$ cat config.mk
export PLATFORM = sky130hd
export DESIGN_NAME = sgs_div
export DESIGN_NICKNAME = d
export VERILOG_FILES = /design/src/sgs_pkg.sv /design/src/sgs_div.sv
export SDC_FILE = /design/constraint.sdc
export NUM_CORES = 1
export LEC_CHECK = 0
export BUFFER_PORTS_ARGS = -buffer_cell sky130_fd_sc_hd__buf_2
export CORE_MARGIN = 2
export CORE_UTILIZATION = 65
export CTS_CLUSTER_DIAMETER = 40
export DETAILED_ROUTE_END_ITERATION = 16
export PLACE_DENSITY = 0.86
export SYNTH_ARGS = -nofsm -noshare
export SYNTH_HDL_FRONTEND = slang
export SYNTH_SLANG_ARGS = --single-unit
$ cat constraint.sdc
create_clock -name clk -period 5.3 [get_ports clk]
set_clock_uncertainty 0.05 [all_clocks]
set_input_delay 0.265 -clock clk [delete_from_list [all_inputs] [get_ports clk]]
set_output_delay 0.265 -clock clk [all_outputs]
set_load 0.03 [all_outputs]
$ cat src/sgs_pkg.sv
// Shared types, constants and the exponential weight table of the stroke smoother.
// Depends on nothing; every other file of the block but sgs_ram uses it.
`default_nettype none

package sgs_pkg;

	localparam int HISTORY_DEPTH_DEF = 128;
	localparam int EXP_TABLE_SIZE    = 256;
	localparam int EXP_IDX_W         = $clog2(EXP_TABLE_SIZE);
	localparam logic [31:0] EXP_STEP_Q32 = 32'd4034748382;
	localparam logic [6:0]  VEL_SCALE    = 7'd100;

	localparam int COORD_W = 24;
	localparam int VEL_W   = 16;
	localparam int WORD_W  = 2 * COORD_W + VEL_W;
	localparam int WGT_W   = 17;

	// Shared divider sizing: numerator, divisor and quotient bits.
	localparam int DIV_NUM_W = 49;
	localparam int DIV_DEN_W = 25;
	localparam int DIV_Q_W   = 24;
	localparam int DIV_CNT_W = 5;

	typedef logic [WGT_W-1:0] exp_tab_t [EXP_TABLE_SIZE];

	// Weight table: a Q32 accumulator scaled by exp(-1/16) per entry.
	function automatic exp_tab_t build_exp_tab();
		exp_tab_t    t;
		logic [95:0] acc;
		acc = 96'd1 << 32;
		for (int k = 0; k < EXP_TABLE_SIZE; k++) begin
			t[k] = WGT_W'((acc + 96'h8000) >> 16);
			acc  = (acc * 96'(EXP_STEP_Q32) + (96'd1 << 31)) >> 32;
		end
		return t;
	endfunction

	localparam exp_tab_t EXP_TAB = build_exp_tab();

	typedef enum logic [1:0] {
		CFG_ENABLE = 2'd0,
		CFG_WINDOW = 2'd1,
		CFG_SIGMA  = 2'd2
	} cfg_idx_t;

	typedef enum logic [3:0] {
		ST_IDLE,
		ST_STORE,
		ST_SIG,
		ST_CHK,
		ST_RD,
		ST_ACC,
		ST_SQ,
		ST_KDIV,
		ST_KWAIT,
		ST_MX,
		ST_MY,
		ST_AY,
		ST_FDX,
		ST_FDXW,
		ST_FDYW,
		ST_FIN
	} state_t;

	typedef struct packed {
		logic [VEL_W-1:0]          v;
		logic signed [COORD_W-1:0] y;
		logic signed [COORD_W-1:0] x;
	} hist_word_t;

	typedef struct packed {
		logic                 start;
		logic [DIV_CNT_W-1:0] qbits;
		logic [DIV_NUM_W-1:0] num;
		logic [DIV_DEN_W-1:0] den;
	} div_req_t;

	typedef struct packed {
		logic               busy;
		logic               ovf;
		logic [DIV_Q_W-1:0] quo;
	} div_rsp_t;

endpackage

`default_nettype wire

$ cat src/sgs_div.sv
// Shared restoring divider: one quotient bit per cycle, quotient width set per request.
// Depends on sgs_pkg for the request and response structs.
`default_nettype none

module sgs_div (
	input  wire logic              clk,
	input  wire logic              arst_n,
	input  wire sgs_pkg::div_req_t req,
	output sgs_pkg::div_rsp_t      rsp
);
	import sgs_pkg::*;

	logic                 busy_q;
	logic                 ovf_q;
	logic [DIV_CNT_W-1:0] cnt_q;
	logic [DIV_DEN_W-1:0] den_q;
	logic [DIV_DEN_W-1:0] rem_q;
	logic [DIV_Q_W-1:0]   lo_q;
	logic [DIV_Q_W-1:0]   quo_q;

	logic [DIV_NUM_W-1:0] hi;
	logic                 hi_ovf;
	logic [DIV_DEN_W:0]   rem_sh;
	logic                 ge;

	// Upper part of the numerator; if it already reaches the divisor the quotient overflows.
	assign hi     = req.num >> req.qbits;
	assign hi_ovf = hi >= DIV_NUM_W'(req.den);

	// One compare and subtract step.
	assign rem_sh = {rem_q, lo_q[DIV_Q_W-1]};
	assign ge     = rem_sh >= {1'b0, den_q};

	// Control state.
	always_ff @(posedge clk or negedge arst_n) begin
		if (!arst_n) begin
			busy_q <= 1'b0;
			cnt_q  <= '0;
		end else if (req.start) begin
			busy_q <= !hi_ovf;
			cnt_q  <= req.qbits;
		end else if (busy_q) begin
			cnt_q <= cnt_q - 1'b1;
			if (cnt_q == DIV_CNT_W'(1)) begin
				busy_q <= 1'b0;
			end
		end
	end

	// Datapath.
	always_ff @(posedge clk) begin
		if (req.start) begin
			ovf_q <= hi_ovf;
			den_q <= req.den;
			rem_q <= hi[DIV_DEN_W-1:0];
			lo_q  <= req.num[DIV_Q_W-1:0] << (DIV_CNT_W'(DIV_Q_W) - req.qbits);
			quo_q <= '0;
		end else if (busy_q) begin
			rem_q <= ge ? DIV_DEN_W'(rem_sh - {1'b0, den_q}) : rem_sh[DIV_DEN_W-1:0];
			quo_q <= {quo_q[DIV_Q_W-2:0], ge};
			lo_q  <= lo_q << 1;
		end
	end

	assign rsp.busy = busy_q;
	assign rsp.ovf  = ovf_q;
	assign rsp.quo  = quo_q;

endmodule

`default_nettype wire

==> flow_summary_export.csv <==
group,metric,value,unit
setup_path,ff2ff_setup_slack,1.38,ns
synthesis,synth.distinct_cells,74,
synthesis,syn-num-nets,1227,
floorplan,coreArea,0.01520,mm^2
pwr,clock_power_share,0.210,
synthesis,netlist_instances,1091,
synthesis,syn-mean-instance-area,9.292,um^2
detailed_routing,drt_iter0_markers,1145,
setup_path,rr_worst_depth,10,
setup_path,crit_buf_inv,1,
min_path,hold_class,"input port to flip-flop",
layout,nets,1275,
global_routing,grt_pass1_vias,8499,
sta,worstMarginPinSlew,1.052,ns
clock_tree,clk_path_buf_depth,2,
sta,fin_crit,4.190,ns
clock_tree,cts_made_buffers,9,
placement,io_buffers,107,
setup_path,crit_slowest_cell,"buf_2",
sta,slew_headroom,0.2989,
setup_path,timing.rr.end,"rem_q[2]",
sta,finalHoldViolCount,0,
detailed_routing,dr_total_vias,9108,
floorplan,chipWidth,128.9,um
clock_tree,cts_tree,"yes",
pwr,p_sw_frac,0.3946,
setup_path,worstSetupStartpointType,"input port",
detailed_routing,wirelength,28020,um
synthesis,yosysTopAreaCellShare,0.2222,
sta,max_freq,238.7,MHz
detailed_routing,dr.pass1.iters,5,
sta,setup_viol,0,
synthesis,ys_seq_elements,105,
clock_tree,post_cts_buffers,0,
setup_path,crit_family,"compound AO/OA/AOI/OAI gates",
setup_path,cp_max_fo,35,
floorplan,initial_core_util,0.6668,
setup_path,critical_path_required,5.35,ns
setup_path,path_class,"input port to flip-flop",
synthesis,synth-edff-count,75,
pwr,cellInternalPower,0.001981,W
floorplan,die_h,128.9,um
synthesis,ys_seq_area_frac,0.2844,
pwr,power.total,0.003272,W
setup_path,worstPathCellList,"buf_2, mux4_2, mux2_2, or2_1, nand3_1, o21ai_0, ha_1, and4_1, a2111oi_0, a21oi_1, a211oi_1, o221ai_1, a2111o_1",
sta,setup_tns,0,ns
sta,whs,0.04552,ns
clock_tree,root_buffer,"clkbuf_16",
setup_path,cpPeakStageDelay,0.67,ns
floorplan,dieArea,0.01661,mm^2
synthesis,yosys_warnings,0,
detailed_routing,ant_nets,0,
placement,hpwl,20420,um
setup_path,critPathArrivalTime,4.24,ns
floorplan,rows,45,
run_status,status,"finished, final reports clean",
layout,area_growth,8.085,%
job,cap_violations,0,
sta,layout_worst_path_cycle_share,0.7905,
pwr,comb_power_share,0.460,
placement,gp_congestion,0.9899,
pwr,p_leak,4.542,nW
min_path,min_path_cells,1,
clock_tree,worstSkewPairLatency,0.37,ns
detailed_routing,drc,0,
pwr,seq_power_share,0.330,
setup_path,end_kind,"flip-flop",
layout,fill_cells,1107,
synthesis,syn_area,0.01014,mm^2
sta,drv_slew,0,
clock_tree,cts.sinks,105,
layout,drive_gt1_frac,0.2010,
synthesis,ys.flop_type,"edfxtp_1",
layout,num_antenna_cells,0,
pwr,power_switching,0.001291,W
global_routing,track_usage,0.3411,
clock_tree,path_clk_slew,0.08,ns
pwr,peakVddDrop,0.0001708,V
synthesis,yosys.area.top_type,"edfxtp_1",
floorplan,ios,108,
pwr,power_density,298.6,mW/mm^2
detailed_routing,routed_via_density,6.838,
detailed_routing,wl_per_cell,21.04,um
synthesis,synth_async_sr_flop_share,0.05714,
min_path,min_from,"req[18]",
global_routing,antenna_found_initial,0,
synthesis,yosys-top-cells-area,"edfxtp_1, mux4_2, mux2i_1, ha_1, nand2_1",
min_path,min_to,"den_q[18]",
sta,grt_setup_unrepaired,"false",
global_routing,grt_pass1_wl,44520,um
setup_path,rr_startpoint,"rem_q[17]",
clock_tree,htreeDepth,3,
global_routing,overflow,0,
global_routing,grt_max_degree,65,
final cells by class:
cell class | count | area [um^2] | area share
Clock buffer | 10 | 250.2 | 0.02284
Clock inverter | 6 | 53.80 | 0.004910
Inverter | 69 | 259.0 | 0.02364
Multi-Input combinational cell | 833 | 6615 | 0.6037
Sequential cell | 105 | 2883 | 0.2631
Tap cell | 188 | 235.2 | 0.02147
Timing Repair Buffer | 121 | 660.6 | 0.06029
worst max path at each step:
stage	from	end	slack (ns)	cells past startpoint
after floorplan	req[74]	ovf_q	1.50	14
after global placement	req[75]	ovf_q	0.84	13
after detailed placement	req[75]	ovf_q	0.75	13
after CTS	req[75]	ovf_q	1.13	13
after global routing	req[75]	ovf_q	0.79	13
final	req[75]	ovf_q	1.11	13
logic make-up (layout without fill, tap and decap cells):
kind of cell             after synthesis  in the layout  synth area share
AO/OA/AOI/OAI                        271            271            0.1825
XOR/XNOR                              29             29           0.02506
adder cells (fa/ha/maj)               54             54           0.06739
buffers and inverters                153            206           0.06381
flip-flops                           105            105            0.2844
multiplexers                         148            148            0.2304
AND/OR/NAND/NOR                      331            331            0.1464
synthesized netlist by cell type, types with 22 or more instances:
library cell,number
mux4_2,66
o21ai_0,42
nand4_1,24
a21oi_1,68
nor2_1,101
edfxtp_1,75
dfxtp_1,24
nand2_1,130
clkbuf_1,47
inv_1,64
ha_1,53
mux2i_1,68
buf_2,22
registers in the layout, summed over array words and instances (netlist names):
signal / count
ovf_q: 1
cnt_q: 5
lo_q: 24
quo_q: 24
rem_q: 25
den_q: 25
busy_q: 1
through the flow:
stage	setup WS (ns)	utilization	instance area [um^2]	instances
2_1_floorplan	1.500	-	10140	1091
3_3_place_gp	0.8400	0.7001	10640	1315
3_5_place_dp	0.7545	0.7001	10640	1315
4_1_cts	1.132	0.7207	10960	1332
5_1_grt	0.7854	0.7207	10960	1332
6_report	1.110	0.7207	10960	1332
cell usage in the layout (no fill, tap or decap), types with 12 or more instances in the layout:
cell type	netlist	routed
a211oi_1	16	16
a21oi_1	68	68
a31oi_1	12	12
and2_1	12	12
buf_2	22	105
buf_4	5	14
dfxtp_1	24	24
edfxtp_1	75	75
ha_1	53	53
inv_1	64	64
mux2_2	13	13
mux2i_1	68	68
mux4_2	66	66
nand2_1	130	130
nand4_1	24	24
nor2_1	101	101
o21ai_0	42	42
o2bb2ai_1	13	13
o311ai_1	12	12
o31ai_1	13	13
xnor2_1	16	15
xor2_1	13	13
layer usage:
layer  wire length, um  vias up  part of all wire  global-route usage
met1             11000     4302              0.39              0.4643
met4               836        0             0.030              0.1068
met2             13430      547              0.48              0.5646
met3              2762       60             0.099             0.05572
li1                  -     4199                 -                   -
met5                 0        -                 0                   0
timing repair:
action                    in CTS  in global routing
hold endpoints to repair       6                  0
hold buffers                   1                  0
resized for setup              0                  0
power groups by stage:
stage	clock, W	combinational, W	sequential, W
finish	0.000686	0.00151	0.00108
global route	0.000719	0.00164	0.00109
CTS	0.000689	0.00147	0.00108
detailed placement	0	0.00145	0.00109
global placement	0	0.00142	0.00109
floorplan	0	0.00111	0.00108
(Power assumes the default switching activity.)
